### src/rtl/ltrk_pkg.sv
// Shared types, widths and codes for the log garbage tracker.
`timescale 1ns / 1ps
`default_nettype none
package ltrk_pkg;

  localparam int OP_W  = 4;
  localparam int ID_W  = 24;
  localparam int GC_W  = 40;
  localparam int AMT_W = 32;
  localparam int ST_W  = 2;

  localparam logic [OP_W-1:0] OP_ADD      = 4'd0;
  localparam logic [OP_W-1:0] OP_REMOVE   = 4'd1;
  localparam logic [OP_W-1:0] OP_ADD_GC   = 4'd2;
  localparam logic [OP_W-1:0] OP_SET_CUR  = 4'd3;
  localparam logic [OP_W-1:0] OP_SET_SORT = 4'd4;
  localparam logic [OP_W-1:0] OP_MARK     = 4'd5;
  localparam logic [OP_W-1:0] OP_UNMARK   = 4'd6;
  localparam logic [OP_W-1:0] OP_QUERY    = 4'd7;
  localparam logic [OP_W-1:0] OP_PICK     = 4'd8;

  localparam logic [ST_W-1:0] ST_OK        = 2'd0;
  localparam logic [ST_W-1:0] ST_NOT_FOUND = 2'd1;
  localparam logic [ST_W-1:0] ST_TBL_FULL  = 2'd2;
  localparam logic [ST_W-1:0] ST_NO_CLEAN  = 2'd3;

  localparam logic [GC_W-1:0] THRESH_RST = 40'd1048576;
  localparam logic [GC_W-1:0] GC_MAX     = {GC_W{1'b1}};

  // Summary gathered by one pass over the table.
  typedef struct packed {
    logic            found;
    logic [GC_W-1:0] found_cnt;
    logic            free_found;
    logic            old_found;
    logic            old_hot;
    logic            best_found;
    logic [ID_W-1:0] best_id;
    logic [GC_W-1:0] best_cnt;
  } scan_res_t;

endpackage
`default_nettype wire

### src/rtl/ltrk_scan.sv
// Table scan unit: one entry per cycle through a shared count comparator.
`timescale 1ns / 1ps
`default_nettype none
module ltrk_scan #(
  parameter int TABLE_DEPTH = 64
) (
  input  wire logic                           clk,
  input  wire logic                           rst_n,
  input  wire logic                           clr,
  input  wire logic                           ent_en,
  input  wire logic [$clog2(TABLE_DEPTH)-1:0] ent_idx,
  input  wire logic                           ent_vld,
  input  wire logic                           ent_full,
  input  wire logic [ltrk_pkg::ID_W-1:0]      ent_id,
  input  wire logic [ltrk_pkg::GC_W-1:0]      ent_cnt,
  input  wire logic [ltrk_pkg::ID_W-1:0]      key_id,
  input  wire logic [ltrk_pkg::ID_W-1:0]      old_id,
  input  wire logic [ltrk_pkg::GC_W-1:0]      thresh,
  output ltrk_pkg::scan_res_t                 res,
  output logic [$clog2(TABLE_DEPTH)-1:0]      found_idx,
  output logic [$clog2(TABLE_DEPTH)-1:0]      free_idx,
  output logic [$clog2(TABLE_DEPTH)-1:0]      old_idx
);

  localparam int IDX_W = $clog2(TABLE_DEPTH);

  ltrk_pkg::scan_res_t res_r, res_nxt;
  logic [IDX_W-1:0]    found_idx_r, found_idx_nxt;
  logic [IDX_W-1:0]    free_idx_r, free_idx_nxt;
  logic [IDX_W-1:0]    old_idx_r, old_idx_nxt;
  logic                better;

  // The shared comparator: larger count wins, lower id breaks a tie.
  assign better = !res_r.best_found || (ent_cnt > res_r.best_cnt) ||
                  ((ent_cnt == res_r.best_cnt) && (ent_id < res_r.best_id));

  always_comb begin
    res_nxt       = res_r;
    found_idx_nxt = found_idx_r;
    free_idx_nxt  = free_idx_r;
    old_idx_nxt   = old_idx_r;
    if (clr) begin
      res_nxt.found      = 1'b0;
      res_nxt.free_found = 1'b0;
      res_nxt.old_found  = 1'b0;
      res_nxt.best_found = 1'b0;
    end else if (ent_en) begin
      if (ent_vld && (ent_id == key_id) && !res_r.found) begin
        res_nxt.found     = 1'b1;
        res_nxt.found_cnt = ent_cnt;
        found_idx_nxt     = ent_idx;
      end
      if (ent_vld && (ent_id == old_id) && !res_r.old_found) begin
        res_nxt.old_found = 1'b1;
        res_nxt.old_hot   = (ent_cnt >= thresh);
        old_idx_nxt       = ent_idx;
      end
      if (!ent_vld && !res_r.free_found) begin
        res_nxt.free_found = 1'b1;
        free_idx_nxt       = ent_idx;
      end
      if (ent_vld && ent_full && better) begin
        res_nxt.best_found = 1'b1;
        res_nxt.best_id    = ent_id;
        res_nxt.best_cnt   = ent_cnt;
      end
    end
  end

  always_ff @(posedge clk) begin
    if (!rst_n) begin
      res_r.found      <= 1'b0;
      res_r.free_found <= 1'b0;
      res_r.old_found  <= 1'b0;
      res_r.best_found <= 1'b0;
    end else begin
      res_r.found      <= res_nxt.found;
      res_r.free_found <= res_nxt.free_found;
      res_r.old_found  <= res_nxt.old_found;
      res_r.best_found <= res_nxt.best_found;
    end
    res_r.found_cnt <= res_nxt.found_cnt;
    res_r.old_hot   <= res_nxt.old_hot;
    res_r.best_id   <= res_nxt.best_id;
    res_r.best_cnt  <= res_nxt.best_cnt;
    found_idx_r     <= found_idx_nxt;
    free_idx_r      <= free_idx_nxt;
    old_idx_r       <= old_idx_nxt;
  end

  assign res       = res_r;
  assign found_idx = found_idx_r;
  assign free_idx  = free_idx_r;
  assign old_idx   = old_idx_r;

endmodule
`default_nettype wire

### config.mk
export PLATFORM = sky130hd
export DESIGN_NAME = ltrk_scan
export DESIGN_NICKNAME = d
export VERILOG_FILES = /design/src/rtl/ltrk_pkg.sv /design/src/rtl/ltrk_scan.sv
export SDC_FILE = /design/constraint.sdc
export NUM_CORES = 1
export LEC_CHECK = 0
export BUFFER_PORTS_ARGS = -buffer_cell sky130_fd_sc_hd__buf_2
export CORE_MARGIN = 5
export CORE_UTILIZATION = 44
export DETAILED_ROUTE_END_ITERATION = 7
export HOLD_SLACK_MARGIN = 0.02
export PLACE_DENSITY = 0.77
export SLEW_MARGIN = 30
export SYNTH_ARGS = -nofsm -noshare
export SYNTH_HDL_FRONTEND = slang
export SYNTH_SLANG_ARGS = --single-unit
export TNS_END_PERCENT = 1
### constraint.sdc
create_clock -name clk -period 3.6 [get_ports clk]
set_input_delay 0.18 -clock clk [delete_from_list [all_inputs] [get_ports clk]]
set_output_delay 0.18 -clock clk [all_outputs]
set_load 0.01 [all_outputs]
==> reports/results.txt <==
Leading area contributor after synthesis = edfxtp_1
CTS Buffer Depth = 2
CTS tree = done
ANT cells = 0
Arrival time worst endpoint = 3060 ps
Port bufs = 290
Pleak = 4.715 nW
Top-count cell post-synth = edfxtp_1
Synth top area cells = edfxtp_1, ha_1, inv_1
Starting density of the core = 44.68%
Grt met3 use = 5.515%
Ys flop type = edfxtp_1
Post-synth EDFFs = 123
CP Buf/Inv Count = 3
DP Cell Count = 1083
Psw = 0.0009929 W
Async set or reset register ratio after synthesis = 0%
GRT met2 Usage = 35.51%
Seq/Total Area, Yosys = 53.36%
Ys Warns = 0
Data required time of the worst path = 3650 ps
Setup Viol. Count Final = 0
Worst path top cell family by delay = simple AND/OR/NAND/NOR gates
Vias = 5771
Area Growth Syn to Fin = 40.52%
I/O pins = 291
Max Freq = 332.1 MHz
Worst Path Max Fanout = 40
Slew Limit Headroom = 55.37%
Hold Vio Cnt, Final = 0
Die H = 136.8 microns
Aggregate global-route resource usage = 21.01%
Most frequent cells after synthesis = edfxtp_1, inv_1, ha_1
Crit Path Class = in -> reg
Chip width = 136.8 microns
GR peak layer = met2
Hold/Removal Path Class = in -> reg
First-pass GRT wire length = 30020 microns
CP Cell Sequence = dlygate4sd3_1, buf_2, ha_1, nand4_2, nor3_2, and3_1, nand3b_1, or4_1, o211ai_4, buf_4
# DRC = 0
Total Power = 0.003807 W
Comb power frac = 13.7%
Final ANT Viol Nets = 0
GRT overflow = 0
Actual slew at the worst max-slew pin = 667.0 ps
Fin. max-slew vios = 0
Clock sink count = 127
Dpl hpwl = 15720 microns
Area of the multi-input gates = 2897 sq um
Gates resized, CTS repair = 0
Clock latency on the worst-skew pair = 420 ps
Final GP Congestion = 0.8934
Routing usage on met1 = 25.97%
Cells after Synth = 572
Fill count = 1214
Max cap viols = 0
Internal power = 0.002814 W
Crit end category = flip-flop
Worst-path clk slew = 60 ps
Final nets = 1204
Switching share of power = 26.08%
Maximum vdd drop = 0.0002913 V
Syn_nets = 839
CP max-delay cell = dlygate4sd3_1
Clock power frac = 42.8%
Largest net degree at the start of global routing = 41
Status = completed
Post-synth cell types = 47
Clk root buf = clkbuf_16
Tmin final = 3011 ps
Share of post-route cells with drive strength above 1 = 35.89%
Area share of the leading cell type in the synthesized netlist = 52.23%
Fin cells = 1166
Row count = 46
Number of global-route vias before repair = 5814
Die Area = 18710 sq um
Mapped cell area = 7072 sq um
Crit path largest cell delay = 530 ps
Core ar. = 15830 sq um
Routed wire per std cell = 17.33 microns
Fin crit share = 83.64%
Via density = 4.949
Mapped Avg Cell Area = 12.36 sq um
Seq pwr share = 43.5%
RSZ-0062 raised after global routing = false
Startpoint types = input pin
Register area = 3774 sq um
PwrDens = 383.1 nW/um^2
Post-route setup TNS = 0 ps
H-Tree Depth = 4
Initial antenna violation count = 0
Drt initial violations = 264
Yosys reg bits = 127
CTS Buf Count = 17
Drt pass-1 iters = 4
Drt total wl = 20210 microns
Final Skew = 8.615 ps
-- area by class of cell --
| cell class | count | area share [%] |
|---|---|---|
| sequential | 127 | 37.98 |
| multi-input combinational | 334 | 29.15 |
| timing repair buffer | 346 | 20.25 |
| clock buffer | 17 | 4.281 |
| inverter | 111 | 4.205 |
| tap | 216 | 2.720 |
| clock inverter | 15 | 1.423 |
-- routing by layer --
layer	routed length, microns	share of wire (%)
met3	1459	7.2
met5	0	0
met1	8285	41
met4	497	2.5
met2	9964	49
-- path summary, 6_finish.rpt --
check	slack (ps)	cells after the start	startpoint	endpoint
setup reg to reg	660	9	res[18]	res[45]
hold reg to reg	480	2	res[108]	res[108]
hold / removal	40	1	ent_cnt[14]	res[82]
setup / recovery	590	10	ent_cnt[18]	res[45]
-- worst register-to-register path, stage by stage, from the launching register on --
cell,delay (ps)
edfxtp_1,340
inv_1,50
ha_1,310
nand4_2,160
nor3_2,250
and3_1,200
nand3b_1,90
or4_1,460
o211ai_4,200
buf_4,470
-- power groups by stage --
stage / sequential (W) / clock [W] / combinational [W]
final: 0.00166 / 0.00163 / 0.000520
after global routing: 0.00166 / 0.00175 / 0.000580
after CTS: 0.00166 / 0.00167 / 0.000520
after detailed placement: 0.00169 / 0 / 0.000472
after global placement: 0.00169 / 0 / 0.000462
after floorplan: 0.00170 / 0 / 0.000229
-- kinds of logic (layout without fill, tap and decap cells) --
group                    count (synthesis)  after routing  synth area share [%]
AND/OR/NAND/NOR                         90             90                 8.068
flip-flops                             127            127                 53.36
adder cells (fa/ha/maj)                103            103                 18.22
buffers and inverters                  111            489                 5.909
AO/OA/AOI/OAI                           93             93                 8.492
XOR/XNOR                                48             48                 5.945
-- state kept, by name, indices dropped and copies added (netlist names) --
name and count:
res 109, old_idx 6, free_idx 6, found_idx 6
-- placed cells by master, fill, tap and decap left out, drive strengths merged, types with 2 or more instances in the layout --
cell | Yosys | routed
nor2b | 3 | 3
nand2 | 15 | 15
o211ai | 3 | 3
o21ai | 17 | 17
a21o | 16 | 16
nand3 | 10 | 10
buf | 0 | 295
nand4 | 25 | 25
nor3 | 6 | 6
o21a | 2 | 2
a2111oi | 4 | 4
a22oi | 2 | 2
xor2 | 18 | 18
nor2 | 10 | 10
clkinvlp | 1 | 3
ha | 103 | 103
xnor2 | 30 | 30
inv | 110 | 120
nor4 | 8 | 8
dfxtp | 4 | 4
dlygate4sd3 | 0 | 51
edfxtp | 123 | 123
clkinv | 0 | 3
a21oi | 34 | 34
nand2b | 3 | 3
a211oi | 6 | 6
and4 | 3 | 3
clkbuf | 0 | 17
-- timing repair --
action,4_1_cts,5_1_grt
hold buffers,50,1
hold endpoints to repair,97,1
setup buffers,0,0
-- per-stage QoR --
stage               hold slack, ps  setup slack [ps]  utilization, %  area [sq um]
floorplan                    278.9             285.1               -          7081
global placement             389.3             770.4           55.98          8860
detailed placement           388.8             686.6           55.98          8860
CTS                          20.01             604.4           62.72          9927
global route                 21.85             406.8           62.78          9937
finish                       38.60             588.9           62.78          9937
No activity file was read; power rests on OpenSTA's default activity.
